==> config.mk <==
export PLATFORM = sky130hd
export DESIGN_NAME = rpn_cell
export DESIGN_NICKNAME = d
export VERILOG_FILES = /design/src/rtl/rpn_stack_calculator_defines.svh /design/src/rtl/rpn_pkg.sv /design/src/rtl/rpn_cell.sv
export SDC_FILE = /design/constraint.sdc
export NUM_CORES = 1
export LEC_CHECK = 0
export BUFFER_PORTS_ARGS = -buffer_cell sky130_fd_sc_hd__buf_4
export CORE_ASPECT_RATIO = 0.9
export CORE_UTILIZATION = 41
export CTS_CLUSTER_SIZE = 24
export DETAILED_ROUTE_END_ITERATION = 10
export PLACE_DENSITY = 0.8
export SETUP_SLACK_MARGIN = 0.1
export SYNTH_ARGS = -nofsm -noshare
export SYNTH_HDL_FRONTEND = slang
export SYNTH_SLANG_ARGS = --single-unit
==> constraint.sdc <==
create_clock -name clock -period 1.98 [get_ports clock]
set_input_delay 0.099 -clock clock [delete_from_list [all_inputs] [get_ports clock]]
set_output_delay 0.099 -clock clock [all_outputs]
set_load 0.005 [all_outputs]
==> src/rtl/rpn_stack_calculator_defines.svh <==
// Assertion macros shared by the calculator RTL.
`ifndef RPN_STACK_CALCULATOR_DEFINES_SVH
`define RPN_STACK_CALCULATOR_DEFINES_SVH

// Condition must hold at every clock edge outside reset.
`define RPN_ASSERT_NOW(label, clk, rst, cond) \
   label: assert property (@(posedge clk) disable iff (rst) (cond)) \
      else $error("rpn assertion failed");

// Consequent must hold in the cycle after the antecedent.
`define RPN_ASSERT_NEXT(label, clk, rst, ante, cons) \
   label: assert property (@(posedge clk) disable iff (rst) (ante) |=> (cons)) \
      else $error("rpn assertion failed");

`endif

==> src/rtl/rpn_pkg.sv <==
// Types, codes and widths of the RPN stack calculator.
`default_nettype none

package rpn_pkg;

   localparam int DataWidth         = 32;
   localparam int StackDepthDefault = 64;
   localparam int OpWidth           = 4;
   localparam int StatusWidth       = 2;
   localparam int LevelWidth        = 7;
   // rsp tdata: top_value then stack_level, padded to whole bytes
   localparam int RspDataWidth      = ((DataWidth + LevelWidth + 7) / 8) * 8;

   typedef logic signed [DataWidth-1:0] word_type;
   typedef logic [DataWidth-1:0]        uword_type;

   // request codes
   localparam logic [OpWidth-1:0] OP_PUSH  = 4'd0;
   localparam logic [OpWidth-1:0] OP_ADD   = 4'd1;
   localparam logic [OpWidth-1:0] OP_SUB   = 4'd2;
   localparam logic [OpWidth-1:0] OP_MUL   = 4'd3;
   localparam logic [OpWidth-1:0] OP_DIV   = 4'd4;
   localparam logic [OpWidth-1:0] OP_GT    = 4'd5;
   localparam logic [OpWidth-1:0] OP_LT    = 4'd6;
   localparam logic [OpWidth-1:0] OP_GE    = 4'd7;
   localparam logic [OpWidth-1:0] OP_LE    = 4'd8;
   localparam logic [OpWidth-1:0] OP_EQ    = 4'd9;
   localparam logic [OpWidth-1:0] OP_DROP  = 4'd10;
   localparam logic [OpWidth-1:0] OP_SHOW  = 4'd11;

   // status codes
   localparam logic [StatusWidth-1:0] ST_OK    = 2'd0;
   localparam logic [StatusWidth-1:0] ST_UNDER = 2'd1;
   localparam logic [StatusWidth-1:0] ST_OVER  = 2'd2;
   localparam logic [StatusWidth-1:0] ST_DIVZ  = 2'd3;

   // stack update applied when a result is committed
   localparam int ActWidth = 3;
   localparam logic [ActWidth-1:0] ACT_NONE    = 3'd0;
   localparam logic [ActWidth-1:0] ACT_PUSH    = 3'd1;
   localparam logic [ActWidth-1:0] ACT_REPLACE = 3'd2;
   localparam logic [ActWidth-1:0] ACT_DROP    = 3'd3;
   localparam logic [ActWidth-1:0] ACT_PRINT   = 3'd4;

   // per-cell move: take from the cell above (push side) or below (pop side)
   typedef struct packed {
      logic take_up;
      logic take_down;
   } rpn_shift_type;

endpackage

`default_nettype wire

==> src/rtl/rpn_cell.sv <==
// One stack cell: holds one entry and shifts with its neighbors.
`default_nettype none

module rpn_cell (
   input  wire                   clock,
   input  rpn_pkg::rpn_shift_type shift,
   input  rpn_pkg::word_type     up_data,    // entry of the cell nearer the top
   input  rpn_pkg::word_type     down_data,  // entry of the cell deeper down
   output rpn_pkg::word_type     data
);
   import rpn_pkg::*;

   word_type data_ff;
   word_type data_in;

   // push moves entries down, pop moves them up
   always_comb begin
      priority if (shift.take_up) begin
         data_in = up_data;
      end else if (shift.take_down) begin
         data_in = down_data;
      end else begin
         data_in = data_ff;
      end
   end

   always_ff @(posedge clock) begin
      data_ff <= data_in;
   end

   assign data = data_ff;

endmodule

`default_nettype wire

==> impl_metrics.ini <==
[status]
status = finished, final reports clean

[placement]
place_ws_ns = 0.612
finalWeightedCongestion = 0.761
place_hpwl_um = 2490
portBuffers = 98

[finish]
layout_common_cells = buf_4 (102), edfxtp_1 (32), mux2_4 (29), clkbuf_8 (5), mux2_2 (3)
drive_gt1_share_pct = 79.4
largest_reg_flops = 32
post-route-util_pct = 67.7
final_common_cell = buf_4
area_growth_pct = 55.0
nNetsFinal = 241
antenna_cells = 0

[critical_path]
cp_slowest_cell = or2_1
worstPathRequired_ns = 1.97
crit_chain = buf_4 -> or2_1 -> buf_4
cp_data_arrival_time_ns = 1.03
worst_setup_path_start_kind = primary input
critical_path.most_common_cell = buf_4
cp_max_fo = 17
path_buf_inv = 2
cpPeakStageDelay_ns = 0.41
crit_family = buffers and inverters
worstSetupPathType = in -> reg
end_kind = flop

[clock_network]
cts_resized = 0
numCtsBuffers = 5
cts_setup_buffers = 0
clockBufferDepth = 2
cts_tree = yes
root_buffer = clkbuf_8
cts_sinks = 32
hold_buffers = 0
h-tree-depth = 2
clk_pin_slew_ns = 0.06

[global_route]
antenna_found_initial = 0
grt_pass1_wl_um = 4650
first_global_vias = 1006
grt_use_total_pct = 17.4
grt_overflow = 0
grt_max_degree = 18

[logic_synthesis]
ys_ff_latch = 32
synth_top_area_share_pct = 63.7
ys_seq_area_share_pct = 63.7
yosys.area.top_type = edfxtp_1
syn_nets = 136
syn-instance-count = 69
yosysWarningCount = 0
ys_types = 6
synth.avg_cell_area_um2 = 21.9
netlist_area_um2 = 1510
synthTopCellsByArea = edfxtp_1 (64%), mux2_4 (29%), buf_12 (4.0%)

[route]
met1Wirelength_um = 1120
wl_met3_um = 340
first_pass_iters = 2
drt_wl_total_um = 3070
drt_iter0_drc = 55
top_layer_used = met4
dr_wl_met2_um = 1520
route.detailed.drc = 0
drtAntennaViolNets = 0
vias = 994
routed_via_density = 4.54
wl_per_cell_um = 14.0

[min_path]
hp-class = in -> reg

[power]
power_density_nw_per_um2 = 704
cellLeakagePower_uw = 0.00111
peakVddDrop_mv = 0.427

[sta]
setup_tns_ns = 0
period_share_pct = 52.8
clock.fmax_mhz = 957
setup_viol = 0
hold_viol_final = 0
maxSlewHeadroom_pct = 72.4
maxSlewViolCount = 0
finalCriticalPeriod_ns = 1.04
setup_slack_ns = 0.935
worst_pin_slew_ns = 0.415
rsz0062_at_grt = no

[floorplan]
start_util_pct = 43.7
die_h_um = 59.5
die_area_um2 = 3920
die_x_um = 65.9
placementRows = 20
coreArea_um2 = 3450
ios = 99

[run]
max-cap-violations = 0
stage by stage:
| stage | power, uW | cell area, um2 | std cells | hold WS [ns] |
|---|---|---|---|---|
| 2_1_floorplan | 996 | 1510 | 69 | 0.316 |
| 3_3_place_gp | 1210 | 2260 | 211 | 0.400 |
| 3_5_place_dp | 1210 | 2260 | 211 | 0.402 |
| 4_1_cts | 1670 | 2340 | 219 | 0.109 |
| 5_1_grt | 1720 | 2340 | 219 | 0.104 |
| 6_report | 1650 | 2340 | 219 | 0.118 |
logic make-up after synthesis:
kind of cell | after synthesis | synth area share [%]
buffers and inverters | 4 | 4.73
DFF | 32 | 63.7
muxes | 32 | 31.1
and+or+nand+nor | 1 | 0.415
synthesized netlist by cell type, drive strengths merged:
library cell and number:
buf 4, mux2 32, or2 1, edfxtp 32
final timing paths:
| kind | start | endpoint | slack, ns | depth (start not counted) |
|---|---|---|---|---|
| min | down_data[1] | data[1] | 0.12 | 2 |
| max | shift[1] | data[20] | 0.94 | 3 |
area by class of cell:
cell class | count | area (um2)
timing repair buffer | 102 | 766
sequential | 32 | 961
tap | 44 | 55.1
multi-input combinational | 33 | 475
fill | 261 | 1120
clock buffer | 7 | 76.3
clock inverter | 1 | 3.75
layer usage:
layer	track usage, %	vias up
met5	0	-
met4	12.4	0
met3	6.54	10
met2	29.0	65
met1	18.1	441
li1	-	478
power breakdown:
| part | total, uW | switching (uW) | internal [uW] |
|---|---|---|---|
| Clock | 452 | 208 | 244 |
| Sequential | 856 | 22.8 | 833 |
| Combinational | 338 | 96.6 | 242 |
Note: power is estimated with default switching activity, not from simulation.
