File: config.mk
export PLATFORM = sky130hd
export DESIGN_NAME = rpn_divider
export DESIGN_NICKNAME = d
export VERILOG_FILES = /design/src/rtl/rpn_pkg.sv /design/src/rtl/rpn_divider.sv
export VERILOG_INCLUDE_DIRS = /design/src /design/src/rtl
export SDC_FILE = /design/constraint.sdc
export NUM_CORES = 1
export LEC_CHECK = 0
export BUFFER_PORTS_ARGS = -buffer_cell sky130_fd_sc_hd__buf_2
export CAP_MARGIN = 20
export CORE_UTILIZATION = 45
export CTS_BUF_LIST = sky130_fd_sc_hd__clkbuf_4
export DETAILED_ROUTE_END_ITERATION = 16
export PLACE_DENSITY = 0.75
export SYNTH_ARGS = -nofsm -noshare
export SYNTH_HDL_FRONTEND = slang
export SYNTH_SLANG_ARGS = --single-unit
File: constraint.sdc
create_clock -name clock -period 6.7 [get_ports clock]
set_input_delay 0.335 -clock clock [delete_from_list [all_inputs] [get_ports clock]]
set_output_delay 0.335 -clock clock [all_outputs]
set_load 0.005 [all_outputs]
File: src/rtl/rpn_stack_calculator_defines.svh
// Assertion macros shared by the calculator RTL.
`ifndef RPN_STACK_CALCULATOR_DEFINES_SVH
`define RPN_STACK_CALCULATOR_DEFINES_SVH

// Condition must hold at every clock edge outside reset.
`define RPN_ASSERT_NOW(label, clk, rst, cond) \
   label: assert property (@(posedge clk) disable iff (rst) (cond)) \
      else $error("rpn assertion failed");

// Consequent must hold in the cycle after the antecedent.
`define RPN_ASSERT_NEXT(label, clk, rst, ante, cons) \
   label: assert property (@(posedge clk) disable iff (rst) (ante) |=> (cons)) \
      else $error("rpn assertion failed");

`endif

File: src/rtl/rpn_pkg.sv
// Types, codes and widths of the RPN stack calculator.
`default_nettype none

package rpn_pkg;

   localparam int DataWidth         = 32;
   localparam int StackDepthDefault = 64;
   localparam int OpWidth           = 4;
   localparam int StatusWidth       = 2;
   localparam int LevelWidth        = 7;
   // rsp tdata: top_value then stack_level, padded to whole bytes
   localparam int RspDataWidth      = ((DataWidth + LevelWidth + 7) / 8) * 8;

   typedef logic signed [DataWidth-1:0] word_type;
   typedef logic [DataWidth-1:0]        uword_type;

   // request codes
   localparam logic [OpWidth-1:0] OP_PUSH  = 4'd0;
   localparam logic [OpWidth-1:0] OP_ADD   = 4'd1;
   localparam logic [OpWidth-1:0] OP_SUB   = 4'd2;
   localparam logic [OpWidth-1:0] OP_MUL   = 4'd3;
   localparam logic [OpWidth-1:0] OP_DIV   = 4'd4;
   localparam logic [OpWidth-1:0] OP_GT    = 4'd5;
   localparam logic [OpWidth-1:0] OP_LT    = 4'd6;
   localparam logic [OpWidth-1:0] OP_GE    = 4'd7;
   localparam logic [OpWidth-1:0] OP_LE    = 4'd8;
   localparam logic [OpWidth-1:0] OP_EQ    = 4'd9;
   localparam logic [OpWidth-1:0] OP_DROP  = 4'd10;
   localparam logic [OpWidth-1:0] OP_SHOW  = 4'd11;

   // status codes
   localparam logic [StatusWidth-1:0] ST_OK    = 2'd0;
   localparam logic [StatusWidth-1:0] ST_UNDER = 2'd1;
   localparam logic [StatusWidth-1:0] ST_OVER  = 2'd2;
   localparam logic [StatusWidth-1:0] ST_DIVZ  = 2'd3;

   // stack update applied when a result is committed
   localparam int ActWidth = 3;
   localparam logic [ActWidth-1:0] ACT_NONE    = 3'd0;
   localparam logic [ActWidth-1:0] ACT_PUSH    = 3'd1;
   localparam logic [ActWidth-1:0] ACT_REPLACE = 3'd2;
   localparam logic [ActWidth-1:0] ACT_DROP    = 3'd3;
   localparam logic [ActWidth-1:0] ACT_PRINT   = 3'd4;

   // per-cell move: take from the cell above (push side) or below (pop side)
   typedef struct packed {
      logic take_up;
      logic take_down;
   } rpn_shift_type;

endpackage

`default_nettype wire

File: src/rtl/rpn_divider.sv
// Iterative signed divider, one quotient bit per cycle, truncating.
`default_nettype none

module rpn_divider (
   input  wire               clock,
   input  wire               reset,
   input  wire               start,
   input  rpn_pkg::word_type dividend,
   input  rpn_pkg::word_type divisor,
   output logic              done,
   output rpn_pkg::word_type quotient
);
   import rpn_pkg::*;

`include "rpn_stack_calculator_defines.svh"

   localparam int StepWidth = $clog2(DataWidth);
   localparam logic [StepWidth-1:0] LastStep = StepWidth'(DataWidth - 1);

   logic                 busy_ff, busy_in;
   logic                 done_ff, done_in;
   logic [StepWidth-1:0] step_ff, step_in;
   uword_type            rem_ff, rem_in;
   uword_type            quo_ff, quo_in;
   uword_type            dsr_ff, dsr_in;
   logic                 neg_ff, neg_in;

   logic [DataWidth:0]   shifted;
   logic [DataWidth:0]   trial;
   uword_type            dividend_mag;
   uword_type            divisor_mag;

   assign dividend_mag = dividend[DataWidth-1] ? uword_type'(-dividend) : uword_type'(dividend);
   assign divisor_mag  = divisor[DataWidth-1]  ? uword_type'(-divisor)  : uword_type'(divisor);

   // restoring step on magnitudes
   assign shifted = {rem_ff, quo_ff[DataWidth-1]};
   assign trial   = shifted - {1'b0, dsr_ff};

   always_comb begin
      busy_in = busy_ff;
      done_in = 1'b0;
      step_in = step_ff;
      rem_in  = rem_ff;
      quo_in  = quo_ff;
      dsr_in  = dsr_ff;
      neg_in  = neg_ff;
      if (start) begin
         busy_in = 1'b1;
         step_in = '0;
         rem_in  = '0;
         quo_in  = dividend_mag;
         dsr_in  = divisor_mag;
         neg_in  = dividend[DataWidth-1] ^ divisor[DataWidth-1];
      end else if (busy_ff) begin
         if (!trial[DataWidth]) begin
            rem_in = trial[DataWidth-1:0];
         end else begin
            rem_in = shifted[DataWidth-1:0];
         end
         quo_in  = {quo_ff[DataWidth-2:0], ~trial[DataWidth]};
         step_in = step_ff + 1'b1;
         if (step_ff == LastStep) begin
            busy_in = 1'b0;
            done_in = 1'b1;
         end
      end
   end

   always_ff @(posedge clock) begin
      if (reset) begin
         busy_ff <= 1'b0;
         done_ff <= 1'b0;
      end else begin
         busy_ff <= busy_in;
         done_ff <= done_in;
      end
      step_ff <= step_in;
      rem_ff  <= rem_in;
      quo_ff  <= quo_in;
      dsr_ff  <= dsr_in;
      neg_ff  <= neg_in;
   end

   assign done     = done_ff;
   assign quotient = neg_ff ? word_type'(-quo_ff) : word_type'(quo_ff);

   `RPN_ASSERT_NOW(a_no_start_when_busy, clock, reset, !(start && busy_ff))
   `RPN_ASSERT_NOW(a_done_not_busy, clock, reset, !(done_ff && busy_ff))

endmodule

`default_nettype wire

==> metrics <==
Mapped Area=7680 um^2; initial core utilization=46.1%; min cycle time layout=roughly 4.3 ns; number of synthesized flops with an enable pin=65; FF-to-FF path depth=14; cts hold-fix bufs=1; Internal=roughly 1200 uW; main area contributors after synthesis=edfxtp_1 (25%), dfxtp_1 (10%), xnor2_1 (8.7%), ha_1 (6.0%), xor2_1 (5.0%); Seq/Total Area, Yosys=a little over a third; die width=133 um; Mapped Nets=980; clk buf depth=2; Worst-path clk slew=0.16 ns; Sequential Power Share=43.9%; WL final=approximately 17000 um; Via Count=between 6000 and 7000; Post-synth ARST share=0%; switch share=35.1%; Iter 0 DRT Violations=between 400 and 500; CP Max Fanout=4; GRT overflow=0; first-pass GRT wire length=28200 um; Final setup viols=0; prevailing post-synth register cell=edfxtp_1; std cell rows=47; RSZ-0062 raised after global routing=no; Crit Path Class=flip-flop to output pin; hpwl dp=between 10000 and 15000 um; Endpoint, Worst Hold=dsr_ff[0]$_DFFE_PP_; Synth top cells by count=nor2_1 (92), xnor2_1 (76), a21oi_1 (70), edfxtp_1 (65), nand2_1 (65); placed cell areas=8350 um^2; Ys Warns=0; die area=17600 um^2; Simple-Gate Fraction of Synth Area=between 10% and 20%; Synth Instances=875; PwrDens=218 nW/um^2; clk root buf=clkbuf_4; setup bufs post-CTS=0; core area=about 17000 um^2; Fillers=1584; number of global-route vias before repair=between 5000 and 6000; drt pass-1 iters=5; flops & latches, synth=approximately 100; multiplexer area fraction after synthesis=~4.3%; Max Cap Viol=0; area grow syn2layout=11.2%; final number of max-transition violations=0; Slew headroom=between 30% and 40%; number of CTS-inserted buffers=9; leakage dissipation=0.00335 uW; most frequent cell after synthesis=nor2_1; Clock Skews=around 0.025 ns; VDD IR-drop max=117 uV; hold path start=divisor[0]; Synth Area in Compound Gates=19.1%; P_sw=about 650 uW; Net count, final=between 1000 and 1500; WHS Path Cells=1; GP Congestion=0.892; largest net degree at the start of global routing=86; drc violations=0; fraction of layout cells with a size suffix above 1=14.3%; Fmax=231 MHz; XOR/XNOR Fraction of Synth Area=between 10% and 20%; Worst Path Arrival=4.00 ns; average wire per cell in the routed design=around 14 um; Post-Synth Adder-Cell Area=6.29%; Worst setup startpoint=quo_ff[4]$_DFFE_PP_; Buffers on Ports=99; drt via density=about 5.5; Hold Path Class=primary input to flip-flop; required time of the worst setup path=between 6 and 7 ns; H-tree depth=3; final setup TNS=0 ns; Clock Power Share=between 20% and 30%; crit end category=output pin; Num Clock Sinks=104; Yosys top cell by area=edfxtp_1; final hold violation count=0; CTS tree=yes; Worst-Margin Slew=just under 0.9 ns; period utilisation layout=around two thirds; combinational cell fraction of total power=35.0%; FF-to-FF setup slack=2.48 ns; post-cts resize count=0; Skew-Pair Late Insertion Delay=0.50 ns; design area=8540 um^2; # IOs=100; Startpoint Class=flip-flop; Synth Area per Inst=8.78 um^2; status=finished, final reports clean; post-synthesis cell type count=55; largest family of logic cells by synthesized area=compound AO/OA/AOI/OAI gates; antenna violations before repair=1; Yosys top cell area share=25.4%; GRT Overall Usage=19.5%; Routed Antenna Nets=0; FF-to-FF End=rem_ff[0]$_SDFFE_PP0P_; R2R Path Start=quo_ff[31]$_DFFE_PP_; DIE HEIGHT=about 130 um
[sequential cells by signal, indices dropped and copies added (netlist names)]
signal,count
dsr_ff,32
busy_ff,1
rem_ff,32
step_ff,5
done,1
quo_ff,32
neg_ff,1
[power by group through the flow]
stage,clock network [uW],logic (uW),registers [uW]
floorplan,0,473,811
global placement,0,629,828
detailed placement,0,642,830
CTS,401,646,815
global route,427,723,827
finish,393,651,816
[critical path: stages, from the launching register on]
cell and delay (ns):
edfxtp_1 0.48, or4_1 0.54, nor2_1 0.14, nand2_1 0.13, or4_1 0.57, nand2b_1 0.21
or4_1 0.43, or4_1 0.47, o31ai_1 0.27, xnor2_1 0.15, buf_2 0.13
[kinds of logic after synthesis]
| logic type | Yosys count |
|---|---|
| AND/OR/NAND/NOR | 257 |
| AO/OA/AOI/OAI | 232 |
| XOR/XNOR | 120 |
| flip-flops | 104 |
| buffers and inverters | 91 |
| adder cells (fa/ha/maj) | 38 |
| multiplexers | 33 |
[stage by stage]
stage / setup WS [ns] / power [uW] / utilization (%) / instances / hold WS (ns)
floorplan: 3.12 / 1280 / - / 875 / 0.407
global placement: 2.54 / 1460 / 50.1 / 1160 / 0.483
detailed placement: 2.44 / 1470 / 50.1 / 1160 / 0.495
CTS: 2.32 / 1860 / 51.2 / 1177 / 0.0728
global route: 2.16 / 1980 / 51.3 / 1179 / 0.0699
finish: 2.36 / 1860 / 51.3 / 1179 / 0.0983
[cell type report]
| class | instances | area (um^2) | share of cell area, % |
|---|---|---|---|
| well taps | 220 | 275 | 3.22 |
| clock buffers | 11 | 82.6 | 0.967 |
| clock inverters | 5 | 86.3 | 1.01 |
| repair buffers | 105 | 549 | 6.43 |
| diodes | 1 | 2.50 | 0.0293 |
| multi-input cells | 680 | 4610 | 54.0 |
| flip-flops and latches | 104 | 2730 | 32.0 |
| inverters | 53 | 199 | 2.33 |
[per-layer routing]
metal  routed length (um)  track usage [%]
met1                 8170             27.4
met2                 7600             31.1
met3                  917             3.18
met4                  223             5.11
met5                    0                0
[cell usage in the layout, fill, tap and decap left out, types with 6 or more instances in the layout]
master,n
a211oi_1,27
a21o_1,9
a21oi_1,70
a31oi_1,6
buf_2,98
clkbuf_4,11
dfxtp_1,38
edfxtp_1,65
ha_1,37
inv_1,53
mux2i_1,30
nand2_1,65
nand2b_1,11
nand3_1,7
nand4_1,9
nor2_1,92
nor3_1,9
nor4_1,7
o21ai_0,51
o31ai_1,31
o41ai_1,11
or3_1,15
or4_1,18
xnor2_1,75
xor2_1,44
[worst max-delay path by stage]
stage               slack, ns  cells after the start                endpoint
floorplan                3.12                      9    dsr_ff[29]$_DFFE_PP_
global placement         2.54                     13  rem_ff[0]$_SDFFE_PP0P_
detailed placement       2.44                     13  rem_ff[0]$_SDFFE_PP0P_
CTS                      2.32                     10            quotient[28]
global route             2.16                     10            quotient[28]
finish                   2.36                     10            quotient[28]
No activity file was read; power rests on OpenSTA's default activity.
